[src/rtl/core/tap_double_tap_hold_key_detector_top_assert.svh]
// Assertion macros for the tap / double tap / hold key detector.
// Included by RTL files that carry concurrent assertions; no other dependencies.
`ifndef TAP_DOUBLE_TAP_HOLD_KEY_DETECTOR_TOP_ASSERT_SVH
`define TAP_DOUBLE_TAP_HOLD_KEY_DETECTOR_TOP_ASSERT_SVH

`ifndef SYNTHESIS
`define TDTHK_ASSERT(lbl, clk, rst_n, prop) \
    lbl: assert property (@(posedge clk) disable iff (!rst_n) prop) \
        else $error("tdthk assertion failed");
`define TDTHK_NEVER(lbl, clk, rst_n, cond) \
    lbl: assert property (@(posedge clk) disable iff (!rst_n) !(cond)) \
        else $error("tdthk forbidden condition");
`else
`define TDTHK_ASSERT(lbl, clk, rst_n, prop)
`define TDTHK_NEVER(lbl, clk, rst_n, cond)
`endif

`endif

[src/rtl/core/tdthk_pkg.sv]
// Shared types and constants for the tap / double tap / hold key detector.
// No dependencies.
`default_nettype none

package tdthk_pkg;

    localparam int unsigned TERM_W = 16;

    localparam logic [TERM_W-1:0] HOLD_TERM_RST = 16'd200;
    localparam logic [TERM_W-1:0] DTAP_TERM_RST = 16'd180;

    typedef enum logic [0:0] {
        CFG_HOLD_TERM = 1'b0,
        CFG_DTAP_TERM = 1'b1
    } cfg_idx_t;

    typedef enum logic [2:0] {
        PH_IDLE    = 3'b001,
        PH_PRESSED = 3'b010,
        PH_WAIT    = 3'b100
    } phase_t;

    typedef enum logic [2:0] {
        ACT_NONE    = 3'd0,
        ACT_HOLD_ON = 3'd1,
        ACT_HOLD_OFF = 3'd2,
        ACT_TAP     = 3'd3,
        ACT_DOUBLE  = 3'd4
    } action_t;

    typedef struct packed {
        logic mode;
        logic is_dual_key;
        logic pressed;
    } item_t;

    // packed so that action lands in the lowest bits
    typedef struct packed {
        logic    base_is_kana;
        logic    hold_active;
        logic    consumed;
        action_t action;
    } result_t;

endpackage

`default_nettype wire

[src/rtl/core/tdthk_cfg_regs.sv]
// Configuration registers (hold term, double tap term).
// Depends on tdthk_pkg.
`default_nettype none

module tdthk_cfg_regs (
    input  wire logic                          clk,
    input  wire logic                          rst_n,
    input  wire logic                          cfg_wen,
    input  wire tdthk_pkg::cfg_idx_t           cfg_addr,
    input  wire logic [tdthk_pkg::TERM_W-1:0]  cfg_wdata,
    output logic      [tdthk_pkg::TERM_W-1:0]  hold_term,
    output logic      [tdthk_pkg::TERM_W-1:0]  dtap_term
);

    logic [tdthk_pkg::TERM_W-1:0] hold_term_reg;
    logic [tdthk_pkg::TERM_W-1:0] dtap_term_reg;

    always_ff @(posedge clk or negedge rst_n)
    begin
        if (!rst_n)
        begin
            hold_term_reg <= tdthk_pkg::HOLD_TERM_RST;
            dtap_term_reg <= tdthk_pkg::DTAP_TERM_RST;
        end
        else if (cfg_wen)
        begin
            case (cfg_addr)
                tdthk_pkg::CFG_HOLD_TERM: hold_term_reg <= cfg_wdata;
                tdthk_pkg::CFG_DTAP_TERM: dtap_term_reg <= cfg_wdata;
                default: ;
            endcase
        end
    end

    assign hold_term = hold_term_reg;
    assign dtap_term = dtap_term_reg;

endmodule

`default_nettype wire

[src/rtl/core/tdthk_in_stage.sv]
// Input register stage: captures one transaction, holds it until the core advances.
// Depends on tdthk_pkg.
`default_nettype none

module tdthk_in_stage (
    input  wire logic             clk,
    input  wire logic             rst_n,
    input  wire logic             s_tvalid,
    output logic                  s_tready,
    input  wire tdthk_pkg::item_t s_item,
    input  wire logic             advance,
    output logic                  in_valid,
    output tdthk_pkg::item_t      in_item
);

    logic             in_valid_reg;
    logic             in_valid_next;
    tdthk_pkg::item_t item_reg;
    logic             take;

    // register frees up whenever its content moves on
    assign s_tready = !in_valid_reg || advance;
    assign take     = s_tvalid && s_tready;

    always_comb
    begin
        in_valid_next = in_valid_reg;
        if (take)
            in_valid_next = 1'b1;
        else if (advance)
            in_valid_next = 1'b0;
    end

    always_ff @(posedge clk or negedge rst_n)
    begin
        if (!rst_n)
            in_valid_reg <= 1'b0;
        else
            in_valid_reg <= in_valid_next;
    end

    always_ff @(posedge clk)
    begin
        if (take)
            item_reg <= s_item;
    end

    assign in_valid = in_valid_reg;
    assign in_item  = item_reg;

endmodule

`default_nettype wire

[src/rtl/core/tdthk_fsm.sv]
// Key classifier state: phase, hold flag, saturating tick counter, base layer.
// Depends on tdthk_pkg and the assertion macro header.
`default_nettype none
`include "tap_double_tap_hold_key_detector_top_assert.svh"

module tdthk_fsm (
    input  wire logic                         clk,
    input  wire logic                         rst_n,
    input  wire logic                         fire,
    input  wire tdthk_pkg::item_t             item,
    input  wire logic [tdthk_pkg::TERM_W-1:0] hold_term,
    input  wire logic [tdthk_pkg::TERM_W-1:0] dtap_term,
    output tdthk_pkg::result_t                result
);

    tdthk_pkg::phase_t            phase_reg, phase_next;
    logic                         hold_reg, hold_next;
    logic [tdthk_pkg::TERM_W-1:0] elapsed_reg, elapsed_next;
    logic                         kana_reg, kana_next;
    logic [tdthk_pkg::TERM_W-1:0] cnt_inc;
    tdthk_pkg::action_t           action;
    logic                         consumed;

    // counter stops at all ones, so a term of all ones never expires
    assign cnt_inc = (elapsed_reg == '1) ? elapsed_reg : elapsed_reg + 1'b1;

    always_comb
    begin
        phase_next   = phase_reg;
        hold_next    = hold_reg;
        elapsed_next = elapsed_reg;
        kana_next    = kana_reg;
        action       = tdthk_pkg::ACT_NONE;
        consumed     = 1'b0;
        if (!item.mode)
        begin
            elapsed_next = cnt_inc;
            if (phase_reg == tdthk_pkg::PH_PRESSED && !hold_reg && cnt_inc > hold_term)
            begin
                hold_next = 1'b1;
                action    = tdthk_pkg::ACT_HOLD_ON;
            end
            else if (phase_reg == tdthk_pkg::PH_WAIT && cnt_inc > dtap_term)
            begin
                phase_next = tdthk_pkg::PH_IDLE;
                kana_next  = 1'b0;
                action     = tdthk_pkg::ACT_TAP;
            end
        end
        else if (!item.is_dual_key)
        begin
            // another key: press forces hold, or flushes a pending tap
            if (item.pressed)
            begin
                if (phase_reg == tdthk_pkg::PH_PRESSED && !hold_reg)
                begin
                    hold_next = 1'b1;
                    action    = tdthk_pkg::ACT_HOLD_ON;
                end
                else if (phase_reg == tdthk_pkg::PH_WAIT)
                begin
                    phase_next = tdthk_pkg::PH_IDLE;
                    kana_next  = 1'b0;
                    action     = tdthk_pkg::ACT_TAP;
                end
            end
        end
        else
        begin
            consumed = 1'b1;
            if (item.pressed)
            begin
                if (phase_reg == tdthk_pkg::PH_WAIT)
                begin
                    phase_next = tdthk_pkg::PH_IDLE;
                    kana_next  = 1'b1;
                    action     = tdthk_pkg::ACT_DOUBLE;
                end
                else
                begin
                    // also a repeated press: restart count, keep hold flag
                    phase_next   = tdthk_pkg::PH_PRESSED;
                    elapsed_next = '0;
                end
            end
            else if (phase_reg == tdthk_pkg::PH_PRESSED)
            begin
                if (hold_reg)
                begin
                    hold_next  = 1'b0;
                    phase_next = tdthk_pkg::PH_IDLE;
                    action     = tdthk_pkg::ACT_HOLD_OFF;
                end
                else
                begin
                    phase_next   = tdthk_pkg::PH_WAIT;
                    elapsed_next = '0;
                end
            end
        end
    end

    always_ff @(posedge clk or negedge rst_n)
    begin
        if (!rst_n)
        begin
            phase_reg   <= tdthk_pkg::PH_IDLE;
            hold_reg    <= 1'b0;
            elapsed_reg <= '0;
            kana_reg    <= 1'b0;
        end
        else if (fire)
        begin
            phase_reg   <= phase_next;
            hold_reg    <= hold_next;
            elapsed_reg <= elapsed_next;
            kana_reg    <= kana_next;
        end
    end

    assign result.action       = action;
    assign result.consumed     = consumed;
    assign result.hold_active  = hold_next;
    assign result.base_is_kana = kana_next;

    `TDTHK_ASSERT(a_phase_onehot, clk, rst_n, $onehot(phase_reg))
    `TDTHK_NEVER(a_hold_outside_press, clk, rst_n,
        hold_reg && phase_reg != tdthk_pkg::PH_PRESSED)
    `TDTHK_ASSERT(a_tap_clears_kana, clk, rst_n,
        fire && action == tdthk_pkg::ACT_TAP |=> !kana_reg && phase_reg == tdthk_pkg::PH_IDLE)
    `TDTHK_ASSERT(a_double_sets_kana, clk, rst_n,
        fire && action == tdthk_pkg::ACT_DOUBLE |=> kana_reg && !hold_reg)

endmodule

`default_nettype wire

[src/rtl/core/tdthk_out_stage.sv]
// Result register: holds one result transaction until the receiver takes it.
// Depends on tdthk_pkg.
`default_nettype none

module tdthk_out_stage (
    input  wire logic               clk,
    input  wire logic               rst_n,
    input  wire logic               in_valid,
    input  wire tdthk_pkg::result_t result,
    output logic                    advance,
    output logic                    m_tvalid,
    input  wire logic               m_tready,
    output tdthk_pkg::result_t      m_result
);

    logic               out_valid_reg;
    tdthk_pkg::result_t result_reg;

    // register may load when empty or when its content leaves this cycle
    assign advance = !out_valid_reg || m_tready;

    always_ff @(posedge clk or negedge rst_n)
    begin
        if (!rst_n)
            out_valid_reg <= 1'b0;
        else if (advance)
            out_valid_reg <= in_valid;
    end

    always_ff @(posedge clk)
    begin
        if (advance && in_valid)
            result_reg <= result;
    end

    assign m_tvalid = out_valid_reg;
    assign m_result = result_reg;

endmodule

`default_nettype wire

[src/rtl/core/tap_double_tap_hold_key_detector_top.sv]
// Top level of the tap / double tap / hold key detector.
// Depends on tdthk_pkg, tdthk_cfg_regs, tdthk_in_stage, tdthk_fsm, tdthk_out_stage.
//
// Usage:
//   Slave stream s_*: one transaction per item. s_tuser = mode (0 = 1 ms tick,
//   1 = key event); s_tdata carries the key event fields.
//   Master stream m_*: exactly one result transaction per input transaction,
//   in order, carrying the action code and the status flags after the item.
//   Config port: cfg_wen/cfg_addr/cfg_wdata write hold term (index 0) and
//   double tap term (index 1); write only while no transaction is in flight.
// An accepted item goes into the input register, then through the classifier
//   logic into the result register, which drives m_tvalid.
// Throughput: one transaction per cycle while m_tready stays high; the classifier
//   state update is combinational logic between input and result registers.
// Reset: state to idle, hold off, counter zero, alphanumeric base; terms to
//   200 and 180; both pipeline registers empty.
// Stall: while m_tready is low a pending result holds; the input register
//   still takes one more transaction, then s_tready drops until room appears.
`default_nettype none

module tap_double_tap_hold_key_detector_top (
    input  wire logic        clk,
    input  wire logic        rst_n,
    input  wire logic        s_tvalid,
    output logic             s_tready,
    input  wire logic [7:0]  s_tdata,   // [0] is_dual_key, [1] pressed, [7:2] zero
    input  wire logic        s_tuser,   // [0] mode
    output logic             m_tvalid,
    input  wire logic        m_tready,
    output logic      [7:0]  m_tdata,   // [2:0] action, [3] consumed, [4] hold_active,
                                        // [5] base_is_kana, [7:6] zero
    input  wire logic        cfg_wen,
    input  wire logic        cfg_addr,
    input  wire logic [15:0] cfg_wdata
);

    tdthk_pkg::item_t             s_item;
    tdthk_pkg::item_t             in_item;
    tdthk_pkg::result_t           result;
    tdthk_pkg::result_t           m_result;
    logic                         in_valid;
    logic                         advance;
    logic                         fire;
    logic [tdthk_pkg::TERM_W-1:0] hold_term;
    logic [tdthk_pkg::TERM_W-1:0] dtap_term;

    assign s_item.mode        = s_tuser;
    assign s_item.is_dual_key = s_tdata[0];
    assign s_item.pressed     = s_tdata[1];

    // state commits when the input register hands its item to the result register
    assign fire = in_valid && advance;

    tdthk_cfg_regs u_cfg (
        .clk       (clk),
        .rst_n     (rst_n),
        .cfg_wen   (cfg_wen),
        .cfg_addr  (tdthk_pkg::cfg_idx_t'(cfg_addr)),
        .cfg_wdata (cfg_wdata),
        .hold_term (hold_term),
        .dtap_term (dtap_term)
    );

    tdthk_in_stage u_in (
        .clk      (clk),
        .rst_n    (rst_n),
        .s_tvalid (s_tvalid),
        .s_tready (s_tready),
        .s_item   (s_item),
        .advance  (advance),
        .in_valid (in_valid),
        .in_item  (in_item)
    );

    tdthk_fsm u_fsm (
        .clk       (clk),
        .rst_n     (rst_n),
        .fire      (fire),
        .item      (in_item),
        .hold_term (hold_term),
        .dtap_term (dtap_term),
        .result    (result)
    );

    tdthk_out_stage u_out (
        .clk      (clk),
        .rst_n    (rst_n),
        .in_valid (in_valid),
        .result   (result),
        .advance  (advance),
        .m_tvalid (m_tvalid),
        .m_tready (m_tready),
        .m_result (m_result)
    );

    assign m_tdata = {2'b00, m_result};

endmodule

`default_nettype wire
[config.mk]
export PLATFORM = sky130hd
export DESIGN_NAME = tap_double_tap_hold_key_detector_top
export DESIGN_NICKNAME = d
export VERILOG_FILES = /design/src/rtl/core/tdthk_pkg.sv /design/src/rtl/core/tdthk_cfg_regs.sv /design/src/rtl/core/tdthk_in_stage.sv /design/src/rtl/core/tdthk_fsm.sv /design/src/rtl/core/tdthk_out_stage.sv /design/src/rtl/core/tap_double_tap_hold_key_detector_top.sv
export VERILOG_INCLUDE_DIRS = /design/src /design/src/rtl/core
export SDC_FILE = /design/constraint.sdc
export NUM_CORES = 1
export LEC_CHECK = 0
export BUFFER_PORTS_ARGS = -buffer_cell sky130_fd_sc_hd__buf_4
export CORE_MARGIN = 2
export CORE_UTILIZATION = 54
export DETAILED_ROUTE_END_ITERATION = 12
export PLACE_DENSITY = 0.77
export SLEW_MARGIN = 20
export SYNTH_ARGS = -nofsm -noshare
export SYNTH_HDL_FRONTEND = slang
export SYNTH_SLANG_ARGS = --single-unit
[constraint.sdc]
create_clock -name clk -period 3.39 [get_ports clk]
set_input_delay 0.5085 -clock clk [delete_from_list [all_inputs] [get_ports clk]]
set_output_delay 0.5085 -clock clk [all_outputs]
set_load 0.005 [all_outputs]
==> results_dict.tcl, run 1 <==
set metrics [dict create \
    globalRouteTotalUtil 0.239 \
    max-slew-margin-rel 0.511 \
    async_flop_share 0.859 \
    clock-sinks 64 \
    start_kind "flop" \
    grt_pass1_wl_mm 15.9 \
    n_fill_cell 603 \
    cp_data_required_time_ns 3.48 \
    synthCells 424 \
    tns_ns 0 \
    fmax_ghz 0.304 \
    area_growth_pct 18.2 \
    io_pins 41 \
    antenna_found_initial 0 \
    timing.final.ws_setup_ns 0.101 \
    dpl.hpwl_mm 7.01 \
    io_buffer_count 32 \
    multiInputGateArea_um2 2190 \
    seqCellArea_um2 1660 \
    cts_htree_levels 3 \
    synth.avg_cell_area_um2 9.51 \
    slew_viol_final 0 \
    vdd_drop_max_mv 0.240 \
    wirelength_mm 9.36 \
    worstMarginPinSlew_ns 0.731 \
    clock-skew-final_ns 0.0130 \
    final_cell_mix "buf_4, dfrtp_1, nand2_1" \
    crit_fanout 5 \
    num_vias 3430 \
    layout_commonest_cell "buf_4" \
    max-clock-path-buffers 2 \
    p_switching_mw 0.765 \
    worstHoldPathType "input port to async pin" \
    netlist_area_um2 4030 \
    rows 31 \
    drc 0 \
    drtAntennaViolNets 0 \
    synth_edf_count 9 \
    clk_pin_slew_worst_paths_ns 0.08 \
    cts-root-buf "clkbuf_8" \
    dr.pass1.iters 7 \
    seq_power_share 0.418 \
    outcome "finished, final reports clean" \
    period_share 0.970 \
    final_nets 539 \
    synth_warnings 0 \
    insertion_delay_ns 0.35 \
    ys_seq_area_frac 0.411 \
    gp_congestion 0.886 \
    die_w_um 90.4 \
    synth.distinct_cells 65 \
    grt_max_degree 56 \
    p_total_mw 2.33 \
    cts_tree "done" \
    min_period_ns 3.29 \
    drv_cap 0 \
    antenna-diode-count 0 \
    gr-total-overflow 0 \
    hold_violations 0 \
    combPwrFrac 0.292 \
    cts_made_buffers 9 \
    dp.cells 562 \
    worstPathArrival_ns 3.38 \
    endpoint_kind "flop" \
    core-area_um2 7250 \
    wl_per_cell_um 16.2 \
    synth_flop_cell "dfrtp_1" \
    die_h_um 90.4 \
    rsz0062_at_grt "true" \
    worstSetupPathType "flop to flop" \
    ctsHoldBuffers 0 \
    layout-drive-gt1-share 0.265 \
    cellLeakagePower_nw 2.17 \
    grt_pass1_vias 3371 \
    drt_iter0_drc 274 \
    p_sw_frac 0.329 \
    drt-vias-per-instance 5.92 \
    clockPowerShare 0.290 \
    die-area_um2 8170 \
    internal-power_mw 1.56 \
    start_util 0.556 \
    stdcell_count 579 \
    ys_seq_elements 64 \
    place_ws_ns -0.0210 \
    setup_viol 0 \
    power.density_nw_per_um2 488 \
]
[path summary, 6_finish.rpt]
kind,start,endpoint,slack (ns),cells after the start
worst min-delay path,rst_n,u_cfg.dtap_term[9],0.20,1
worst max register to register,u_fsm.elapsed_reg[10],u_out.m_result[0],0.10,10
max in group asynchronous,rst_n,u_fsm.elapsed_reg[1],2.70,1
worst max-delay path,u_fsm.elapsed_reg[10],u_out.m_result[0],0.10,10
min in group clk,s_tdata[0],u_in.in_item[1],0.34,1
worst min register to register,u_cfg.dtap_term[3],u_cfg.dtap_term[3],0.51,1
[logic make-up (layout without fill, tap and decap cells)]
logic type	after synthesis	count (layout)	share of synthesized area
flops	64	64	0.411
compound gates	106	106	0.173
buf+inv	61	116	0.0621
mux	20	20	0.0555
xor+xnor	12	12	0.0261
other cells	1	2	0.000930
simple gates	127	127	0.169
fa+ha+maj	33	33	0.102
[cell usage after synthesis (5+ instances only)]
cell type	instances	area share
dfrtp_1	47	0.29
nand2_1	45	0.042
inv_1	42	0.039
ha_1	33	0.10
a21oi_1	30	0.037
o21ai_0	28	0.035
mux2_2	19	0.053
nand3_1	12	0.015
nor2_1	12	0.011
clkbuf_1	11	0.010
nand4_1	10	0.016
xnor2_1	10	0.022
edfxtp_1	9	0.067
dfstp_2	8	0.052
nor3_1	8	0.0099
nor2b_1	6	0.0093
or3_1	6	0.0093
o211ai_1	5	0.0093
[routing by layer]
layer	up-vias	part of all wire	track usage
met5	-	0	0
met3	22	0.040	0.0317
met4	0	0.023	0.0872
li1	1626	-	-
met1	1674	0.43	0.311
met2	108	0.50	0.410
[power by group through the flow]
stage          Clock [mW]  Combinational (mW)  Sequential [mW]
3_5_place_dp            0               0.664            0.984
3_3_place_gp            0               0.631            0.977
2_1_floorplan           0               0.456            0.963
5_1_grt             0.715               0.762            0.984
4_1_cts             0.676               0.671            0.969
6_report            0.674               0.680            0.971
[critical path, stage by stage (launching register included)]
cell       delay [ns]
dfrtp_1          0.39
nand4_4          0.14
or2_2            0.37
nor3_4           0.19
mux2_2           0.40
ha_1             0.35
nand4_1          0.14
or4_4            0.58
o21a_1           0.22
o31a_1           0.11
a2bb2oi_1        0.13
[timing repair]
item | 4_1_cts | 5_1_grt
pin swaps | 0 | 4
buffers inserted | 0 | 1
gates resized for setup | 4 | 12
endpoints found under the setup margin | 3 | 7
[cell type report]
class | count | share of cell area
clock buffer | 11 | 0.0297
clock inverter | 5 | 0.0118
inverter | 42 | 0.0331
multi-input combinational | 300 | 0.460
sequential | 64 | 0.348
tap | 99 | 0.0260
timing repair buffer | 58 | 0.0914
[stage by stage]
stage	utilization	hold WS (ns)	cell area, um^2
6_report	0.657	0.204	4770
5_1_grt	0.657	0.276	4770
4_1_cts	0.650	0.235	4710
3_5_place_dp	0.620	0.498	4500
3_3_place_gp	0.620	0.490	4500
2_1_floorplan	-	0.213	4040
Power figures use the tool's default switching activity.
==> run 2, diff against run 1 <==
- CTS_BUF_LIST: unset -> sky130_fd_sc_hd__clkbuf_16
- SLEW_MARGIN: 20 -> unset
==> run 2 against run 1 <==
Compared with the run above: sequential share of layout area down 0.74 points; via count barely moved; first-iteration DRC count increased by 2.2%; global-route usage is 0.23 points higher; highest routed layer unchanged; power increased by 11%; combinational power is 3.1% higher.
==> results_dict.tcl, run 2 (synthesis results as in run 1) <==
set metrics [dict create \
    worstPathArrival_ns 3.38 \
    cts_tree "done" \
    final_nets 539 \
    dr.pass1.iters 5 \
    num_vias 3429 \
    gp_congestion 0.886 \
    vdd_drop_max_mv 0.276 \
    grt_max_degree 56 \
    cellLeakagePower_nw 2.19 \
    wirelength_mm 9.65 \
    dpl.hpwl_mm 7.01 \
    insertion_delay_ns 0.33 \
    antenna-diode-count 0 \
    fmax_ghz 0.302 \
    ctsHoldBuffers 0 \
    postLayoutCellArea_um2 4870 \
    worstMarginPinSlew_ns 0.737 \
    layout-drive-gt1-share 0.269 \
    crit_fanout 7 \
    drt-vias-per-instance 5.92 \
    max-clock-path-buffers 2 \
    final_cell_mix "buf_4, dfrtp_1, nand2_1" \
    drc 0 \
    rows 31 \
    postLayoutCoreUtil 0.671 \
    io_pins 41 \
    n_fill_cell 574 \
    outcome "finished, final reports clean" \
    gr-total-overflow 0 \
    tns_ns 0 \
    cts_htree_levels 3 \
    hold_violations 0 \
    drv_cap 0 \
    clock-sinks 64 \
    worstHoldPathType "input port to async pin" \
    min_period_ns 3.31 \
    clk_pin_slew_worst_paths_ns 0.06 \
    grt_pass1_wl_mm 16.1 \
    period_share 0.977 \
    placed_area_um2 4500 \
    core-area_um2 7250 \
    io_buffer_count 32 \
    worstSetupPathType "flop to flop" \
    area_growth_pct 20.8 \
    grt_pass1_vias 3406 \
    cp_data_required_time_ns 3.46 \
    drtAntennaViolNets 0 \
    rsz0062_at_grt "true" \
    die_h_um 90.4 \
    endpoint_kind "flop" \
    layout_commonest_cell "buf_4" \
    cts-root-buf "clkbuf_16" \
    power.density_nw_per_um2 531 \
    antenna_found_initial 0 \
    drt_iter0_drc 280 \
    wl_per_cell_um 16.7 \
    globalRouteTotalUtil 0.242 \
    slew_viol_final 0 \
    die_w_um 90.4 \
    start_util 0.556 \
    start_kind "flop" \
    die-area_um2 8170 \
    clock-skew-final_ns 0.00856 \
    setup_viol 0 \
    max-slew-margin-rel 0.507 \
    cts_made_buffers 9 \
]
[run 2: stage by stage]
| step | power (mW) | hold slack [ns] | cells | setup WS [ns] |
|---|---|---|---|---|
| floorplan | 1.42 | 0.213 | 425 | 0.0521 |
| finish | 2.59 | 0.222 | 579 | 0.0794 |
| global route | 2.71 | 0.306 | 579 | -0.0285 |
| global placement | 1.61 | 0.490 | 562 | -0.00768 |
| detailed placement | 1.65 | 0.498 | 562 | -0.0210 |
| CTS | 2.56 | 0.260 | 578 | 0.0255 |
[run 2: where the power goes]
group / total [mW] / switching [mW] / internal [mW]
Combinational: 0.701 / 0.391 / 0.310
Sequential: 0.974 / 0.0765 / 0.897
Clock: 0.910 / 0.348 / 0.562
[run 2: final cells by class]
class | instances | area [um^2] | share of cell area
clock buffers | 9 | 225 | 0.0462
clock inverters | 7 | 63.8 | 0.0131
inverters | 42 | 158 | 0.0324
multi-input cells | 300 | 2210 | 0.453
flip-flops and latches | 64 | 1660 | 0.340
well taps | 99 | 124 | 0.0254
repair buffers | 58 | 435 | 0.0894
[run 2: worst max-delay path, cell delays in order, from the launching register on]
cell       delay, ns
dfrtp_1         0.39
nand4_4         0.14
or3_4           0.44
nor2_2          0.23
nor4_4          0.07
xor2_1          0.20
ha_1            0.36
nand4_1         0.15
or4_4           0.57
o21a_1          0.24
o31a_1          0.13
a2bb2oi_1       0.14
[run 2: repair_timing]
item | CTS | global route
gates resized for setup | 4 | 15
endpoints found under the setup margin | 3 | 7
pin swaps | 0 | 5
buffers inserted | 0 | 1
[run 2: layer usage]
layer,global-route usage,wire (um),vias to the layer above
met5,0,0,-
met2,0.420,4820,106
met3,0.0259,365,22
li1,-,-,1634
met4,0.0872,222,0
met1,0.313,4240,1667
[run 2: path summary, 6_finish.rpt]
| check | to | start | slack (ns) | cells past startpoint |
|---|---|---|---|---|
| setup reg to reg | u_out.m_result[0] | u_fsm.elapsed_reg[10] | 0.08 | 11 |
| setup / recovery | u_out.m_result[0] | u_fsm.elapsed_reg[10] | 0.08 | 11 |
| min in group clk | u_in.in_item[1] | s_tdata[0] | 0.36 | 1 |
| max in group asynchronous | u_fsm.elapsed_reg[1] | rst_n | 2.68 | 1 |
| hold reg to reg | u_cfg.dtap_term[3] | u_cfg.dtap_term[3] | 0.51 | 1 |
| hold / removal | u_cfg.dtap_term[11] | rst_n | 0.22 | 1 |
==> run 3, diff against run 2 <==
- CORE_UTILIZATION: 54 -> 56
- CTS_BUF_LIST: sky130_fd_sc_hd__clkbuf_16 -> sky130_fd_sc_hd__clkbuf_8
- PLACE_DENSITY: 0.77 -> 0.79
==> run 3 against run 2 <==
Compared with the run above: hold slack lost 0.012 ns; core utilization up 2.0 points; die area decreased by 3.4%; final cell count shrank 1.2%; routed wire length decreased by 2.2%; sequential power about the same; final area is 2.5% lower; sequential cell count stayed put.
==> results_dict.tcl, run 3 (synthesis results as in run 1) <==
set metrics [dict create \
    start_util 0.587 \
    p_sw_frac 0.329 \
    start_kind "flop" \
    wl_per_cell_um 16.5 \
    cellLeakagePower_nw 2.18 \
    final_cell_mix "buf_4, dfrtp_1, inv_1, nand2_1, ha_1" \
    place_ws_ns -0.0525 \
    drc 0 \
    drv_cap 0 \
    io_pins 41 \
    dpl.hpwl_mm 7.01 \
    hold_violations 0 \
    clk_pin_slew_worst_paths_ns 0.07 \
    min_period_ns 3.30 \
    gr-total-overflow 0 \
    slew_viol_final 0 \
    tns_ns 0 \
    outcome "finished, final reports clean" \
    grt_pass1_wl_mm 15.8 \
    num_vias 3419 \
    antenna_found_initial 0 \
    die_w_um 88.9 \
    dr.pass1.iters 5 \
    seq_power_share 0.422 \
    cts_made_buffers 9 \
    p_switching_mw 0.759 \
    endpoint_kind "flop" \
    layout_commonest_cell "buf_4" \
    grt_pass1_vias 3456 \
    final_nets 536 \
    drtAntennaViolNets 0 \
    cp_data_required_time_ns 3.49 \
    p_total_mw 2.31 \
    clock-skew-final_ns 0.00798 \
    fmax_ghz 0.303 \
    die_h_um 88.9 \
    internal-power_mw 1.55 \
    cts_htree_levels 3 \
    crit_fanout 7 \
    post_cts_buffers 0 \
    gp_congestion 0.896 \
    wirelength_mm 9.44 \
    reg2reg_depth 10 \
    layout-drive-gt1-share 0.258 \
    area_growth_pct 17.8 \
    grt_max_degree 56 \
    rows 30 \
    vdd_drop_max_mv 0.266 \
    io_buffer_count 32 \
    worstHoldPathType "input port to async pin" \
    worstPathArrival_ns 3.40 \
    max-clock-path-buffers 2 \
    drt-vias-per-instance 5.98 \
    max-slew-margin-rel 0.341 \
    clockPowerShare 0.284 \
    core-area_um2 6870 \
    worstMarginPinSlew_ns 0.984 \
    die-area_um2 7900 \
    ctsHoldBuffers 0 \
    power.density_nw_per_um2 486 \
    period_share 0.973 \
    worstSetupPathType "flop to flop" \
    globalRouteTotalUtil 0.264 \
    cts-root-buf "clkbuf_8" \
    setup_viol 0 \
    antenna-diode-count 0 \
    combPwrFrac 0.294 \
    drt_iter0_drc 292 \
    insertion_delay_ns 0.35 \
    cts_tree "done" \
    timing.final.ws_setup_ns 0.0914 \
    clock-sinks 64 \
]
[run 3: layout make-up]
type,instances,area (um^2)
clock buffer,10,138
fill,540,2120
multi-input combinational,300,2210
clock inverter,5,50.0
inverter,42,158
tap,96,120
sequential,64,1660
timing repair buffer,55,413
[run 3: power groups by stage]
stage	Sequential [mW]	Combinational (mW)	Clock [mW]
after detailed placement	0.987	0.661	0
final	0.974	0.679	0.655
after floorplan	0.963	0.456	0
after global routing	0.988	0.758	0.684
after CTS	0.972	0.666	0.655
after global placement	0.979	0.627	0
[run 3: worst max-delay path: stages, from the launching register on]
cell	delay, ns
dfrtp_1	0.36
and4_1	0.31
nand2_2	0.18
nor3_2	0.26
mux2_2	0.40
ha_1	0.31
nand4_1	0.20
or4_4	0.59
a21oi_2	0.21
a31oi_2	0.07
a2bb2oi_1	0.16
[run 3: final timing paths]
path                                       from                     to  slack, ns
max                        u_fsm.elapsed_reg[5]      u_out.m_result[0]       0.09
min                                       rst_n     u_cfg.dtap_term[9]       0.21
max reg2reg                u_fsm.elapsed_reg[5]      u_out.m_result[0]       0.09
min reg2reg                 u_cfg.dtap_term[11]    u_cfg.dtap_term[11]       0.51
max in group asynchronous                 rst_n  u_fsm.elapsed_reg[15]       2.71
min in group clk                        s_tuser        u_in.in_item[2]       0.33
[run 3: per-layer routing]
metal | GRT usage | vias up | routed length [um]
met5 | 0 | - | 0
met4 | 0.110 | 0 | 193
met3 | 0.0373 | 20 | 363
met2 | 0.455 | 109 | 4830
met1 | 0.331 | 1664 | 4060
li1 | - | 1626 | -
[run 3: timing repair]
| item | CTS | global route |
|---|---|---|
| gates cloned | 0 | 0 |
| pin swaps | 0 | 2 |
| endpoints found under the setup margin | 2 | 8 |
| gates resized for setup | 1 | 18 |
[run 3: per-stage QoR]
step                      area [um^2]  hold slack, ns  utilization  std cells
final                            4750           0.210        0.691        572
after global routing             4750           0.267        0.691        572
after CTS                        4670           0.236        0.680        572
after detailed placement         4480           0.496        0.652        557
after global placement           4480           0.490        0.652        557
after floorplan                  4040           0.213            -        425
